## config.mk

```make
export PLATFORM = sky130hd
export DESIGN_NAME = sms_submit_pdu_encoder
export DESIGN_NICKNAME = d
export VERILOG_FILES = /design/src/hw/rtl/smspdu_pkg.sv /design/src/hw/rtl/smspdu_front.sv /design/src/hw/rtl/smspdu_fifo.sv /design/src/hw/rtl/smspdu_back.sv /design/src/hw/rtl/sms_submit_pdu_encoder.sv
export SDC_FILE = /design/constraint.sdc
export NUM_CORES = 1
export LEC_CHECK = 0
export CORE_MARGIN = 4
export CORE_UTILIZATION = 30
export CTS_CLUSTER_DIAMETER = 40
export DETAILED_ROUTE_END_ITERATION = 12
export DONT_BUFFER_PORTS = 1
export PLACE_DENSITY = 0.46
export SKIP_CTS_REPAIR_TIMING = 1
export SYNTH_ARGS = -nofsm -noshare
export SYNTH_HDL_FRONTEND = slang
export SYNTH_SLANG_ARGS = --single-unit
```

## constraint.sdc

```tcl
create_clock -name clk -period 6.3 [get_ports clk]
set_clock_uncertainty 0.1 [all_clocks]
set_input_delay 0.945 -clock clk [delete_from_list [all_inputs] [get_ports clk]]
set_output_delay 0.945 -clock clk [all_outputs]
set_load 0.02 [all_outputs]
```

## src/hw/rtl/smspdu_pkg.sv

```systemverilog
// shared types and constants for the sms submit pdu encoder
`timescale 1ns / 1ps

package smspdu_pkg;

  // input item kinds, as carried on in_tuser
  typedef enum logic [1:0] {
    ACT_ADDR   = 2'd0,
    ACT_START  = 2'd1,
    ACT_CHAR   = 2'd2,
    ACT_FINISH = 2'd3
  } action_t;

  // classified item handed from the front end to the executor
  typedef struct packed {
    action_t     act;
    logic        is_digit;
    logic        is_plus;
    logic [7:0]  data;      // digit, capped length or septet, by kind
  } cmd_t;

  typedef enum logic [1:0] {
    ST_RUN = 2'b01,
    ST_HDR = 2'b10
  } state_t;

  // command queue between front end and executor
  localparam int QDEPTH = 4;
  localparam int QPTR_W = 2;

  localparam logic [7:0] CHAR_PLUS     = 8'h2B;
  localparam logic [7:0] CHAR_ZERO     = 8'h30;
  localparam logic [7:0] CHAR_NINE     = 8'h39;
  localparam logic [7:0] SMSC_LEN      = 8'h00;
  localparam logic [7:0] FIRST_OCTET   = 8'h01;
  localparam logic [7:0] MSG_REF       = 8'h00;
  localparam logic [7:0] PID_BYTE      = 8'h00;
  localparam logic [7:0] DCS_BYTE      = 8'h00;
  localparam logic [7:0] TYPE_INTL     = 8'h91;
  localparam logic [7:0] TYPE_NATL     = 8'h81;
  localparam logic [3:0] BCD_FILLER    = 4'hF;
  localparam logic [7:0] HDR_FIXED_LEN = 8'd5;   // bytes before the bcd digits

endpackage

```

## src/hw/rtl/smspdu_front.sv

```systemverilog
// front end: accepts input items and classifies them into commands
`timescale 1ns / 1ps

module smspdu_front
  import smspdu_pkg::*;
#(
  parameter int MAX_CHARS = 160
) (
  input  logic        in_tvalid,
  output logic        in_tready,
  input  logic [15:0] in_tdata,   // char_value [7:0], text_len [15:8]
  input  logic [1:0]  in_tuser,   // action [1:0]
  input  logic        q_full,
  output logic        q_push,
  output cmd_t        q_cmd
);

  localparam logic [7:0] MAX_CHARS_B = 8'(MAX_CHARS);

  logic [7:0] ch;
  logic [7:0] len;
  logic [3:0] digit_full;

  assign ch         = in_tdata[7:0];
  assign len        = in_tdata[15:8];
  assign digit_full = 4'(ch - CHAR_ZERO);

  assign in_tready = !q_full;
  assign q_push    = in_tvalid && !q_full;

  always_comb begin
    q_cmd.act      = action_t'(in_tuser);
    q_cmd.is_digit = (ch >= CHAR_ZERO) && (ch <= CHAR_NINE);
    q_cmd.is_plus  = (ch == CHAR_PLUS);
    unique case (action_t'(in_tuser))
      ACT_ADDR:   q_cmd.data = {4'd0, digit_full};
      ACT_START:  q_cmd.data = (len > MAX_CHARS_B) ? MAX_CHARS_B : len;
      ACT_CHAR:   q_cmd.data = {1'b0, ch[6:0]};
      ACT_FINISH: q_cmd.data = 8'd0;
      default:    q_cmd.data = 8'd0;
    endcase
  end

endmodule

```

## src/hw/rtl/smspdu_fifo.sv

```systemverilog
// short command queue between the front end and the executor
`timescale 1ns / 1ps

module smspdu_fifo
  import smspdu_pkg::*;
(
  input  logic clk,
  input  logic rst_n,
  input  logic push,
  input  cmd_t push_cmd,
  output logic full,
  input  logic pop,
  output logic not_empty,
  output cmd_t pop_cmd
);

  cmd_t                mem_r [QDEPTH];
  logic [QPTR_W-1:0]   wr_ptr_r, wr_ptr_nxt;
  logic [QPTR_W-1:0]   rd_ptr_r, rd_ptr_nxt;
  logic [QPTR_W:0]     cnt_r, cnt_nxt;
  logic                do_push, do_pop;

  assign full      = (cnt_r == (QPTR_W+1)'(QDEPTH));
  assign not_empty = (cnt_r != '0);
  assign pop_cmd   = mem_r[rd_ptr_r];
  assign do_push   = push && !full;
  assign do_pop    = pop && not_empty;

  always_comb begin
    wr_ptr_nxt = do_push ? wr_ptr_r + 1'b1 : wr_ptr_r;
    rd_ptr_nxt = do_pop ? rd_ptr_r + 1'b1 : rd_ptr_r;
    cnt_nxt    = cnt_r + (QPTR_W+1)'(do_push) - (QPTR_W+1)'(do_pop);
  end

  always_ff @(posedge clk) begin
    if (!rst_n) begin
      wr_ptr_r <= '0;
      rd_ptr_r <= '0;
      cnt_r    <= '0;
    end else begin
      wr_ptr_r <= wr_ptr_nxt;
      rd_ptr_r <= rd_ptr_nxt;
      cnt_r    <= cnt_nxt;
    end
  end

  always_ff @(posedge clk) begin
    if (do_push) begin
      mem_r[wr_ptr_r] <= push_cmd;
    end
  end

endmodule

```

## src/hw/rtl/smspdu_back.sv

```systemverilog
// executor: address store, header sequencer, septet packer and output register
`timescale 1ns / 1ps

module smspdu_back
  import smspdu_pkg::*;
#(
  parameter int MAX_DIGITS = 20
) (
  input  logic        clk,
  input  logic        rst_n,
  input  logic        q_valid,
  input  cmd_t        q_cmd,
  output logic        q_pop,
  output logic        out_tvalid,
  input  logic        out_tready,
  output logic [15:0] out_tdata,   // pdu_byte [7:0], byte_position [15:8]
  output logic        out_tlast,
  output logic [2:0]  out_tuser    // byte_valid [0], message_done [1], digit_overflow [2]
);

  localparam int CNT_W  = $clog2(MAX_DIGITS + 1);
  localparam int NPAIRS = (MAX_DIGITS + 1) / 2;
  localparam int PAIR_W = (NPAIRS > 1) ? $clog2(NPAIRS) : 1;

  state_t             state_r, state_nxt;
  logic [CNT_W-1:0]   dig_cnt_r, dig_cnt_nxt;
  logic               intl_r, intl_nxt;
  logic               first_r, first_nxt;
  logic [7:0]         chars_rem_r, chars_rem_nxt;
  logic [7:0]         acc_r, acc_nxt;
  logic [2:0]         off_r, off_nxt;
  logic [7:0]         pos_r, pos_nxt;
  logic               ovf_r, ovf_nxt;

  logic               out_valid_r, out_valid_nxt;
  logic [7:0]         out_byte_r, out_byte_nxt;
  logic [7:0]         out_pos_r, out_pos_nxt;
  logic               out_last_r, out_last_nxt;
  logic               out_bvalid_r, out_bvalid_nxt;
  logic               out_done_r, out_done_nxt;
  logic               out_ovf_r, out_ovf_nxt;

  // bcd digit pairs, low nibble first digit; undefined until written
  logic [7:0]         pair_r [NPAIRS];
  logic               dig_we;
  logic [PAIR_W-1:0]  dig_half;

  logic               slot_free;
  logic [7:0]         hdr_byte;
  logic               hdr_last;
  logic [7:0]         hdr_diff;
  logic [7:0]         hdr_tail;
  logic [7:0]         npairs;
  logic [CNT_W:0]     npairs_w;
  logic [7:0]         pair_rd;
  logic [8:0]         hi_idx;
  logic [7:0]         sep8;
  logic [7:0]         acc_or;

  assign slot_free = !out_valid_r || out_tready;
  assign dig_half  = PAIR_W'(dig_cnt_r >> 1);
  assign npairs_w  = ({1'b0, dig_cnt_r} + (CNT_W+1)'(1)) >> 1;
  assign npairs    = 8'(npairs_w);
  assign hdr_diff  = pos_r - HDR_FIXED_LEN;
  assign hdr_tail  = hdr_diff - npairs;
  assign pair_rd   = pair_r[hdr_diff[PAIR_W-1:0]];
  assign hi_idx    = {hdr_diff, 1'b1};
  assign sep8      = q_cmd.data;
  assign acc_or    = acc_r | (sep8 << off_r);

  // header byte for the current position
  always_comb begin
    hdr_byte = 8'd0;
    hdr_last = 1'b0;
    if (pos_r < HDR_FIXED_LEN) begin
      case (pos_r[2:0])
        3'd0:    hdr_byte = SMSC_LEN;
        3'd1:    hdr_byte = FIRST_OCTET;
        3'd2:    hdr_byte = MSG_REF;
        3'd3:    hdr_byte = 8'(dig_cnt_r);
        3'd4:    hdr_byte = intl_r ? TYPE_INTL : TYPE_NATL;
        default: hdr_byte = 8'd0;
      endcase
    end else if (hdr_diff < npairs) begin
      hdr_byte[3:0] = pair_rd[3:0];
      // odd count: the last pair gets the filler nibble
      hdr_byte[7:4] = (hi_idx < 9'(dig_cnt_r)) ? pair_rd[7:4] : BCD_FILLER;
    end else if (hdr_tail == 8'd2) begin
      hdr_byte = chars_rem_r;
      hdr_last = 1'b1;
    end else begin
      hdr_byte = (hdr_tail == 8'd0) ? PID_BYTE : DCS_BYTE;
    end
  end

  always_comb begin
    state_nxt      = state_r;
    dig_cnt_nxt    = dig_cnt_r;
    intl_nxt       = intl_r;
    first_nxt      = first_r;
    chars_rem_nxt  = chars_rem_r;
    acc_nxt        = acc_r;
    off_nxt        = off_r;
    pos_nxt        = pos_r;
    ovf_nxt        = ovf_r;
    q_pop          = 1'b0;
    dig_we         = 1'b0;

    out_valid_nxt  = out_valid_r && !out_tready;
    out_byte_nxt   = out_byte_r;
    out_pos_nxt    = out_pos_r;
    out_last_nxt   = out_last_r;
    out_bvalid_nxt = out_bvalid_r;
    out_done_nxt   = out_done_r;
    out_ovf_nxt    = out_ovf_r;

    unique case (state_r)
      ST_RUN: begin
        if (q_valid && slot_free) begin
          q_pop = 1'b1;
          unique case (q_cmd.act)
            ACT_ADDR: begin
              if (first_r) begin
                intl_nxt  = q_cmd.is_plus;
                first_nxt = 1'b0;
              end
              if (q_cmd.is_digit) begin
                if (dig_cnt_r < CNT_W'(MAX_DIGITS)) begin
                  dig_we      = 1'b1;
                  dig_cnt_nxt = dig_cnt_r + 1'b1;
                end else begin
                  ovf_nxt = 1'b1;
                end
              end
            end
            ACT_START: begin
              chars_rem_nxt = q_cmd.data;
              acc_nxt       = 8'd0;
              off_nxt       = 3'd0;
              pos_nxt       = 8'd0;
              state_nxt     = ST_HDR;
            end
            ACT_CHAR: begin
              if (chars_rem_r != 8'd0) begin
                chars_rem_nxt = chars_rem_r - 8'd1;
                if (off_r == 3'd0) begin
                  acc_nxt = acc_or;
                  off_nxt = 3'd7;
                end else begin
                  // a full byte has gathered
                  out_valid_nxt  = 1'b1;
                  out_byte_nxt   = acc_or;
                  out_pos_nxt    = pos_r;
                  out_last_nxt   = 1'b1;
                  out_bvalid_nxt = 1'b1;
                  out_done_nxt   = 1'b0;
                  out_ovf_nxt    = ovf_r;
                  pos_nxt        = pos_r + 8'd1;
                  acc_nxt        = sep8 >> (4'd8 - {1'b0, off_r});
                  off_nxt        = off_r - 3'd1;
                end
              end
            end
            ACT_FINISH: begin
              out_valid_nxt  = 1'b1;
              out_byte_nxt   = (off_r != 3'd0) ? acc_r : 8'd0;
              out_pos_nxt    = (off_r != 3'd0) ? pos_r : 8'd0;
              out_last_nxt   = 1'b1;
              out_bvalid_nxt = (off_r != 3'd0);
              out_done_nxt   = 1'b1;
              out_ovf_nxt    = ovf_r;
              dig_cnt_nxt    = '0;
              intl_nxt       = 1'b0;
              first_nxt      = 1'b1;
              ovf_nxt        = 1'b0;
              chars_rem_nxt  = 8'd0;
              acc_nxt        = 8'd0;
              off_nxt        = 3'd0;
              pos_nxt        = 8'd0;
            end
            default: ;
          endcase
        end
      end
      ST_HDR: begin
        if (slot_free) begin
          out_valid_nxt  = 1'b1;
          out_byte_nxt   = hdr_byte;
          out_pos_nxt    = pos_r;
          out_last_nxt   = hdr_last;
          out_bvalid_nxt = 1'b1;
          out_done_nxt   = 1'b0;
          out_ovf_nxt    = ovf_r;
          pos_nxt        = pos_r + 8'd1;
          if (hdr_last) begin
            state_nxt = ST_RUN;
          end
        end
      end
      default: state_nxt = ST_RUN;
    endcase
  end

  always_ff @(posedge clk) begin
    if (!rst_n) begin
      state_r     <= ST_RUN;
      dig_cnt_r   <= '0;
      intl_r      <= 1'b0;
      first_r     <= 1'b1;
      chars_rem_r <= 8'd0;
      acc_r       <= 8'd0;
      off_r       <= 3'd0;
      pos_r       <= 8'd0;
      ovf_r       <= 1'b0;
      out_valid_r <= 1'b0;
    end else begin
      state_r     <= state_nxt;
      dig_cnt_r   <= dig_cnt_nxt;
      intl_r      <= intl_nxt;
      first_r     <= first_nxt;
      chars_rem_r <= chars_rem_nxt;
      acc_r       <= acc_nxt;
      off_r       <= off_nxt;
      pos_r       <= pos_nxt;
      ovf_r       <= ovf_nxt;
      out_valid_r <= out_valid_nxt;
    end
  end

  always_ff @(posedge clk) begin
    out_byte_r   <= out_byte_nxt;
    out_pos_r    <= out_pos_nxt;
    out_last_r   <= out_last_nxt;
    out_bvalid_r <= out_bvalid_nxt;
    out_done_r   <= out_done_nxt;
    out_ovf_r    <= out_ovf_nxt;
    if (dig_we) begin
      if (dig_cnt_r[0]) begin
        pair_r[dig_half][7:4] <= q_cmd.data[3:0];
      end else begin
        pair_r[dig_half][3:0] <= q_cmd.data[3:0];
      end
    end
  end

  assign out_tvalid = out_valid_r;
  assign out_tdata  = {out_pos_r, out_byte_r};
  assign out_tlast  = out_last_r;
  assign out_tuser  = {out_ovf_r, out_done_r, out_bvalid_r};

  // a finish result always closes its run
  a_done_is_last: assert property (@(posedge clk) disable iff (!rst_n)
    out_valid_r && out_done_r |-> out_last_r)
    else $error("finish result without last");

  // an empty finish result carries zero byte and position
  a_empty_zero: assert property (@(posedge clk) disable iff (!rst_n)
    out_valid_r && !out_bvalid_r |-> (out_byte_r == 8'd0) && (out_pos_r == 8'd0)
      && out_done_r)
    else $error("empty result with payload");

  // the header sequencer owns the executor
  a_no_pop_in_hdr: assert property (@(posedge clk) disable iff (!rst_n)
    state_r == ST_HDR |-> !q_pop)
    else $error("command taken during header");

  a_digit_bound: assert property (@(posedge clk) disable iff (!rst_n)
    dig_cnt_r <= CNT_W'(MAX_DIGITS))
    else $error("digit count past capacity");

  // a header never runs past its final length byte
  a_hdr_len: assert property (@(posedge clk) disable iff (!rst_n)
    state_r == ST_HDR |-> pos_r < (HDR_FIXED_LEN + npairs + 8'd3))
    else $error("header overran");

endmodule

```

## src/hw/rtl/sms_submit_pdu_encoder.sv

```systemverilog
// path: an item goes through the command queue and the output register, a header byte also
// through the start dispatch; in the run state the executor takes a new address, char or finish
// item whenever the output slot is free; a start is followed by 8 + ceil(digits/2) header bytes
// a four-entry command queue lets input acceptance run ahead of the header sequencer
// reset: rst_n synchronous active low clears queue, state machine and output valid flag
// the bcd digit store is not cleared and is only read below the digit count
`timescale 1ns / 1ps

module sms_submit_pdu_encoder
  import smspdu_pkg::*;
#(
  parameter int MAX_DIGITS = 20,
  parameter int MAX_CHARS  = 160
) (
  input  logic        clk,
  input  logic        rst_n,
  input  logic        in_tvalid,
  output logic        in_tready,
  input  logic [15:0] in_tdata,   // char_value [7:0], text_len [15:8]
  input  logic [1:0]  in_tuser,   // action [1:0]
  output logic        out_tvalid,
  input  logic        out_tready,
  output logic [15:0] out_tdata,  // pdu_byte [7:0], byte_position [15:8]
  output logic        out_tlast,  // last
  output logic [2:0]  out_tuser   // byte_valid [0], message_done [1], digit_overflow [2]
);

  logic q_full;
  logic q_push;
  cmd_t q_in_cmd;
  logic q_pop;
  logic q_valid;
  cmd_t q_out_cmd;

  smspdu_front #(
    .MAX_CHARS (MAX_CHARS)
  ) u_front (
    .in_tvalid (in_tvalid),
    .in_tready (in_tready),
    .in_tdata  (in_tdata),
    .in_tuser  (in_tuser),
    .q_full    (q_full),
    .q_push    (q_push),
    .q_cmd     (q_in_cmd)
  );

  smspdu_fifo u_fifo (
    .clk       (clk),
    .rst_n     (rst_n),
    .push      (q_push),
    .push_cmd  (q_in_cmd),
    .full      (q_full),
    .pop       (q_pop),
    .not_empty (q_valid),
    .pop_cmd   (q_out_cmd)
  );

  smspdu_back #(
    .MAX_DIGITS (MAX_DIGITS)
  ) u_back (
    .clk        (clk),
    .rst_n      (rst_n),
    .q_valid    (q_valid),
    .q_cmd      (q_out_cmd),
    .q_pop      (q_pop),
    .out_tvalid (out_tvalid),
    .out_tready (out_tready),
    .out_tdata  (out_tdata),
    .out_tlast  (out_tlast),
    .out_tuser  (out_tuser)
  );

endmodule

```

# Yosys cells after proc, flatten, opt, wreduce, memory -nomap -nowiden
# Memory sizes are Yosys's and may differ from the RTL's. A register that Yosys moved wholly into a read port is not among the register bits.
# Cells that the tools add are included.
word_totals:
  output_inout_bits: 22
  memories: 2
  mem_bits_rw: 128
  register_bits: 65
  wordCells: 199
mem_list:
  columns: ["name", "words", "width", "rd", "rd_clocked_by_memory_dff", "write_ports", "line", "text"]
  rows:
  - ["u_back.pair_r", 10, 8, 1, 0, 1, "smspdu_back.sv:44", "logic [7:0] pair_r [NPAIRS];"]
  - ["u_fifo.mem_r", 4, 12, 1, 1, 1, "smspdu_fifo.sv:17", "cmd_t mem_r [QDEPTH];"]
classes:
  magnitude_cmp: 7
  shift: 2
  n_addsub: 13
  eq_ne: 27
  n_bitwise: 1
  n_mux: 98
  n_reduce_logical: 30
op_table:
  columns: ["op", "count"]
  rows:
  - ["two-way mux 8 bit", 21]
  - ["one-hot mux 8 bit (2 select lines)", 7]
  - ["one-hot mux 8 bit (3 select lines)", 2]
  - ["two-way mux 1 bit", 39]
  - ["one-hot mux 8 bit (4 select lines)", 1]
  - ["one-hot mux 1 bit (2 select lines)", 13]
  - ["AND reduction 4 bit", 4]
  - ["two-way mux 5 bit", 3]
  - ["two-way mux 2 bit", 6]
  - ["inequality test 2 x 1 -> 1 bit (second input constant)", 6]
  - ["AND reduction 6 bit", 2]
  - ["equality test 2 bit (second input constant)", 5]
  - ["one-hot mux 5 bit (2 select lines)", 1]
  - ["AND reduction 5 bit", 2]
  - ["< comparator 9 x 5 -> 1 bit", 1]
  - ["inequality test 3 bit (second input constant)", 3]
  - ["nonzero test 3 bit", 3]
  - ["adder 8 x 1 -> 8 bit (second input constant)", 1]
  - ["equality test 8 x 2 -> 1 bit (second input constant)", 1]
  - ["equality test 8 x 6 -> 1 bit (second input constant)", 1]
  - ["greater-or-equal comparator 8 x 6 -> 1 bit (second input constant)", 1]
  - ["> comparator 8 bit (second input constant)", 1]
  - ["less-or-equal comparator 8 x 6 -> 1 bit (second input constant)", 1]
  - ["< comparator 8 x 3 -> 1 bit (second input constant)", 1]
  - ["35 further kinds", 52]

# Logic depth before layout (Yosys ltp)
depth:
  word_depth: 9
  ltp_mapped: 15
  mapped_depth_nobuf: 12

# By module
# A second synthesis with hierarchy kept.
unflattened:
  hier_cells: 773
  hier_area_um2: 9655.5
by_module_without_submodules:
  columns: ["module", "instances", "seq_area_each_um2", "cells_each", "area_each_um2"]
  rows:
  - ["smspdu_back", 1, 3763.6, 639, 7260.7]
  - ["smspdu_fifo", 1, 1621.6, 110, 2214.6]
  - ["smspdu_front", 1, 0.0, 24, 180.2]

# Worst setup path after synthesis
# OpenSTA, ideal clock, no wires.
synth_path:
  kind: "register to register"
  start: "reg u_back.pos_r[0]"
  end: "reg u_back.out_byte_r[6] (data pin)"
  path_stages_with_launch: 15
  setup_time_ns: 0.259
  arrival_ns: 3.665
  setup_slack_ns: 2.276
  required_time_ns: 5.941
  n_path_buf: 4
  cell_sequence: "dfxtp_1 > buf_2 > buf_2 > inv_1 > ha_1 > clkbuf_1 > buf_1 > inv_1 > ha_1 > a21boi_0 > o21a_1 > o21ai_0 > or4b_1 > o21a_1 > a211o_1"
synth_via:
  elab_chain_cells: 8
  word_cells_on_any_way: 13
  classes_between: "add/sub: 2; order compare: 3; eq/ne: 1; mux: 6; memory: 1"
synth_rtl:
  columns: ["item", "line", "text"]
  rows:
  - ["from (decl)", "smspdu_back.sv:32", "logic [7:0] pos_r, pos_nxt;"]
  - ["from (signal assigned)", "smspdu_back.sv:224", "pos_r <= pos_nxt;"]
  - ["subtractor 8 x 3 -> 8 bit", "smspdu_back.sv:64", "assign hdr_diff = pos_r - HDR_FIXED_LEN;"]
  - ["subtractor 8 x 5 -> 8 bit", "smspdu_back.sv:65", "assign hdr_tail = hdr_diff - npairs;"]
  - ["equality test 8 x 2 -> 1 bit", "smspdu_back.sv:88", "end else if (hdr_tail == 8'd2) begin"]
  - ["two-way mux 8 bit", "smspdu_back.sv:88", null]
  - ["two-way mux 8 bit", "smspdu_back.sv:84", "end else if (hdr_diff < npairs) begin"]
  - ["two-way mux 8 bit *", "smspdu_back.sv:75", "if (pos_r < HDR_FIXED_LEN) begin"]
  - ["two-way mux 8 bit *", "smspdu_back.sv:186", "if (slot_free) begin"]
  - ["one-hot mux 8 bit (2 select lines) *", "smspdu_back.sv:117", "unique case (state_r)"]
  - ["named net u_back.out_byte_nxt[6]", "smspdu_back.sv:36", "logic [7:0] out_byte_r, out_byte_nxt;"]
  - ["to (signal assigned)", "smspdu_back.sv:231", "out_byte_r <= out_byte_nxt;"]
  - ["to (decl)", "smspdu_back.sv:36", null]
# The timed path passes the listed nets; every way through them passes the cells marked *. The select of a mux whose other input is x is not followed.
# A chain may end at the register's enable or synchronous reset.

# Final worst setup path
layout_path:
  start: "reg u_back.off_r[0]"
  end: "reg u_back.pos_r[3]"
layout_via:
  elab_chain_cells: 3
layout_rtl:
  columns: ["item", "line", "text"]
  rows:
  - ["from (decl)", "smspdu_back.sv:31", "logic [2:0] off_r, off_nxt;"]
  - ["from (signal assigned)", "smspdu_back.sv:223", "off_r <= off_nxt;"]
  - ["logical NOT 3 bit", "smspdu_back.sv:146", "if (off_r == 3'd0) begin"]
  - ["inequality test 3 bit (no source line)", null, null]
  - ["AND reduction 6 bit (no source line)", null, null]
# No other way between the ends.

==> metrics.log <==
[metrics] share of Yosys cell area claimed by the top area cell type: 0.454
[metrics] width of the chip: 189 um
[metrics] total length of routed wires: roughly 25 mm
[metrics] average wire length per cell after detail routing: 20.1 um
[metrics] total vias in the final route: 6315
[metrics] Clock Pin Slew Worst Setup and Hold Paths: approximately 0.080 ns
[metrics] fin nets: 837
[metrics] # DRC: 0
[metrics] cell row count: 65
[metrics] Port Buffer Count: 0
[metrics] required time of the critical path: about 6.5 ns
[metrics] number of buffers on the longest clock path: 2
[metrics] average via count per standard cell: 5.13
[metrics] Worst Path Arrival: 4.33 ns
[metrics] layout filler cell count: between 3k and 4k
[metrics] Worst Hold Endpoint: u_back.out_ovf_r
[metrics] reported leakage power: between 0.003 and 0.004 uW
[metrics] outcome: finished clean
[metrics] fin worst setup slack: 2.12 ns
[metrics] clock tree from TritonCTS: built
[metrics] pre-CTS worst setup slack: approximately 2.2 ns
[metrics] placed inst area: 0.0101 mm^2
[metrics] max_slew headroom: 0.105
[metrics] fraction of synthesis flops using an asynchronous set or reset pin: 0
[metrics] maxcap violations: 0
[metrics] largest net degree at the start of global routing: 30
[metrics] setup repair after global routing missed its margin: no
[metrics] effective utilization at floorplan: 0.307
[metrics] wire length of the first global-routing pass: 38.9 mm
[metrics] Overall Power: about 5400 uW
[metrics] synth-to-layout area growth: 9.87%
[metrics] Ports: 44
[metrics] worst-margin pin slew: roughly 1.3 ns
[metrics] CTS root buf: sky130_fd_sc_hd__clkbuf_16
[metrics] max frequency: between 200 and 250 MHz
[metrics] list of most frequent post-synthesis cells: sky130_fd_sc_hd__edfxtp_1, sky130_fd_sc_hd__nor2_1, sky130_fd_sc_hd__nand2_1
[metrics] die area: 0.0356 mm^2
[metrics] Syn Nets: 856
[metrics] post-layout instance area: 0.0108 mm^2
[metrics] kind of end point of the critical path: flop
[metrics] PwrDens: 505 mW/mm^2
[metrics] initial antenna violation count: 0
[metrics] detailed router's first-iteration violation count: 535
[metrics] sort of element at the start of the critical path: flop
[metrics] Antenna diodes: 0
[metrics] launch instance of the worst register-to-register path: u_back.off_r[0]
[metrics] Cell Area, Synth: 0.00979 mm^2
[metrics] final setup violation count: 0
[metrics] FF+latch count, synth: 195
[metrics] time the worst path needs with I/O delays and setup: 4.18 ns
[metrics] sequential cell area fraction in the yosys report: 0.550
[metrics] average footprint of a synthesized cell: 12.2 um^2
[metrics] ratio of cells with drive above 1 in the final layout: 0.112
[metrics] largest cells by area after synthesis: sky130_fd_sc_hd__edfxtp_1, sky130_fd_sc_hd__dfxtp_1, sky130_fd_sc_hd__mux4_2
[metrics] highest net fanout along the worst path: 25
[metrics] worst min-delay path startpoint: u_back.ovf_r
[metrics] clock sink count: ~200
[metrics] total clock buffers created by CTS: 17
[metrics] overall overflow remaining after global route: 0
[metrics] Top FF cell, synth: sky130_fd_sc_hd__edfxtp_1
[metrics] core region area: around 0.032 mm^2
[metrics] count of distinct cell types in the synthesized netlist: 77
[metrics] worst min-delay path class: flop to flop
[metrics] detailed placer's ending HPWL: 17.1 mm
[metrics] R2R Path End: u_back.pos_r[3]
[metrics] register-to-register setup slack: between 2 and 2.5 ns
[metrics] remaining antenna violation count: 0
[metrics] Initial DRT Pass Iterations: 5
[metrics] H-tree depth reported by CTS: 4
[metrics] Post-Syn Instances: roughly 800
[metrics] vias in the first global route: between 6k and 7k
[metrics] final worst path period share: 0.663
[metrics] library cell with the highest instance count after synthesis: sky130_fd_sc_hd__edfxtp_1
[metrics] depth of the worst register-to-register path: 9
[metrics] Setup Crit Path Kind: flop to flop
[metrics] Worst-Skew Late Latency: 0.44 ns
[metrics] Peak VDD IR: ~0.21 mV
[metrics] Setup TNS Final: 0 ns
[metrics] GRT Util Overall: 0.141
[metrics] number of warnings reported in the yosys synthesis log: 0
[metrics] count of pins over their slew limit: 0
[metrics] EDFF count, synth: 148
[metrics] Routability Congestion: 0.857
[metrics] final hold viol count: 0
[metrics] hold path depth: 0
[metrics] vertical extent of the die: approximately 190 um
[metrics] top cell type by total area after synthesis: sky130_fd_sc_hd__edfxtp_1
-- state kept, by name, indices dropped and copies added, names as in the netlist, 2 cells and up, named ones only --
register and cells:
u_fifo.rd_ptr_r 2, u_back.chars_rem_r 8, u_back.pos_r 8, u_fifo.wr_ptr_r 2, u_back.off_r 3, u_back.out_byte_r 8
u_fifo.mem_r 48, u_back.acc_r 8, u_fifo.cnt_r 3, u_back.out_pos_r 8, u_back.state_r 2, u_back.pair_r 80
u_back.dig_cnt_r 5
-- layout make-up --
type                       instances  area (um^2)  share of cell area
clock buffer                      17          425              0.0395
tap                              435          544              0.0506
inverter                          43          161              0.0150
multi-input combinational        518         3970               0.369
timing repair buffer               8         60.1             0.00558
clock inverter                    15          211              0.0197
sequential                       195         5390               0.501
-- metrics by stage --
stage / util / cells / hold WS [ns]
floorplan: - / 802 / 0.309
global placement: 0.317 / 1199 / 0.337
detailed placement: 0.317 / 1199 / 0.334
CTS: 0.337 / 1231 / 0.357
global route: 0.337 / 1231 / 0.376
finish: 0.337 / 1231 / 0.363
-- cell usage in the layout, fill, tap and decap left out, drive strengths merged, types with 29 or more instances in the layout --
| master | instances |
|---|---|
| edfxtp | 148 |
| nor2 | 60 |
| nand2 | 50 |
| a21oi | 49 |
| inv | 48 |
| dfxtp | 47 |
| o21ai | 35 |
| mux4 | 32 |
| ha | 31 |
| nor3 | 29 |
-- worst max-delay path, stage by stage, from the launching register on --
cell and delay (ns):
sky130_fd_sc_hd__dfxtp_1 0.90, sky130_fd_sc_hd__inv_1 0.45, sky130_fd_sc_hd__ha_1 0.33, sky130_fd_sc_hd__ha_1 0.17, sky130_fd_sc_hd__buf_4 0.23, sky130_fd_sc_hd__a21oi_1 0.26, sky130_fd_sc_hd__o2111ai_1 0.16, sky130_fd_sc_hd__buf_4 0.21
sky130_fd_sc_hd__o31ai_1 1.06, sky130_fd_sc_hd__a21oi_1 0.11
-- worst max path at each step --
stage	cells past startpoint	start	to	slack, ns
2_1_floorplan	14	u_back.pos_r[0]	u_back.out_byte_r[6]	2.28
3_3_place_gp	9	u_back.off_r[0]	u_back.pos_r[6]	2.22
3_5_place_dp	9	u_back.off_r[0]	u_back.pos_r[3]	2.19
4_1_cts	9	u_back.off_r[0]	u_back.pos_r[3]	2.17
5_1_grt	9	u_back.off_r[0]	u_back.pos_r[1]	1.88
6_report	9	u_back.off_r[0]	u_back.pos_r[3]	2.12
-- layer usage --
metal,vias up,share of wire,GRT usage,wire [um]
met5,-,0,0,0
met4,0,0.019,0.0415,466
met3,23,0.052,0.0309,1290
met2,180,0.45,0.216,11200
met1,3088,0.48,0.201,11800
li1,3024,-,-,-
-- where the power goes --
| group | internal, uW | switching [uW] | leakage, uW | total [uW] |
|---|---|---|---|---|
| clock network | 615 | 551 | 0.000310 | 1170 |
| logic | 823 | 1420 | 0.00151 | 2240 |
| registers | 1740 | 290 | 0.00173 | 2030 |
| total | 3180 | 2260 | 0.00356 | 5430 |
-- logic make-up after synthesis --
| logic type | share of synthesized area |
|---|---|
| AND/OR/NAND/NOR | 0.121 |
| flip-flops | 0.550 |
| AO/OA/AOI/OAI | 0.124 |
| buffers and inverters | 0.0450 |
| multiplexers | 0.103 |
| adder cells (fa/ha/maj) | 0.0417 |
| XOR/XNOR | 0.0161 |
No activity file was read; power rests on OpenSTA's default activity.
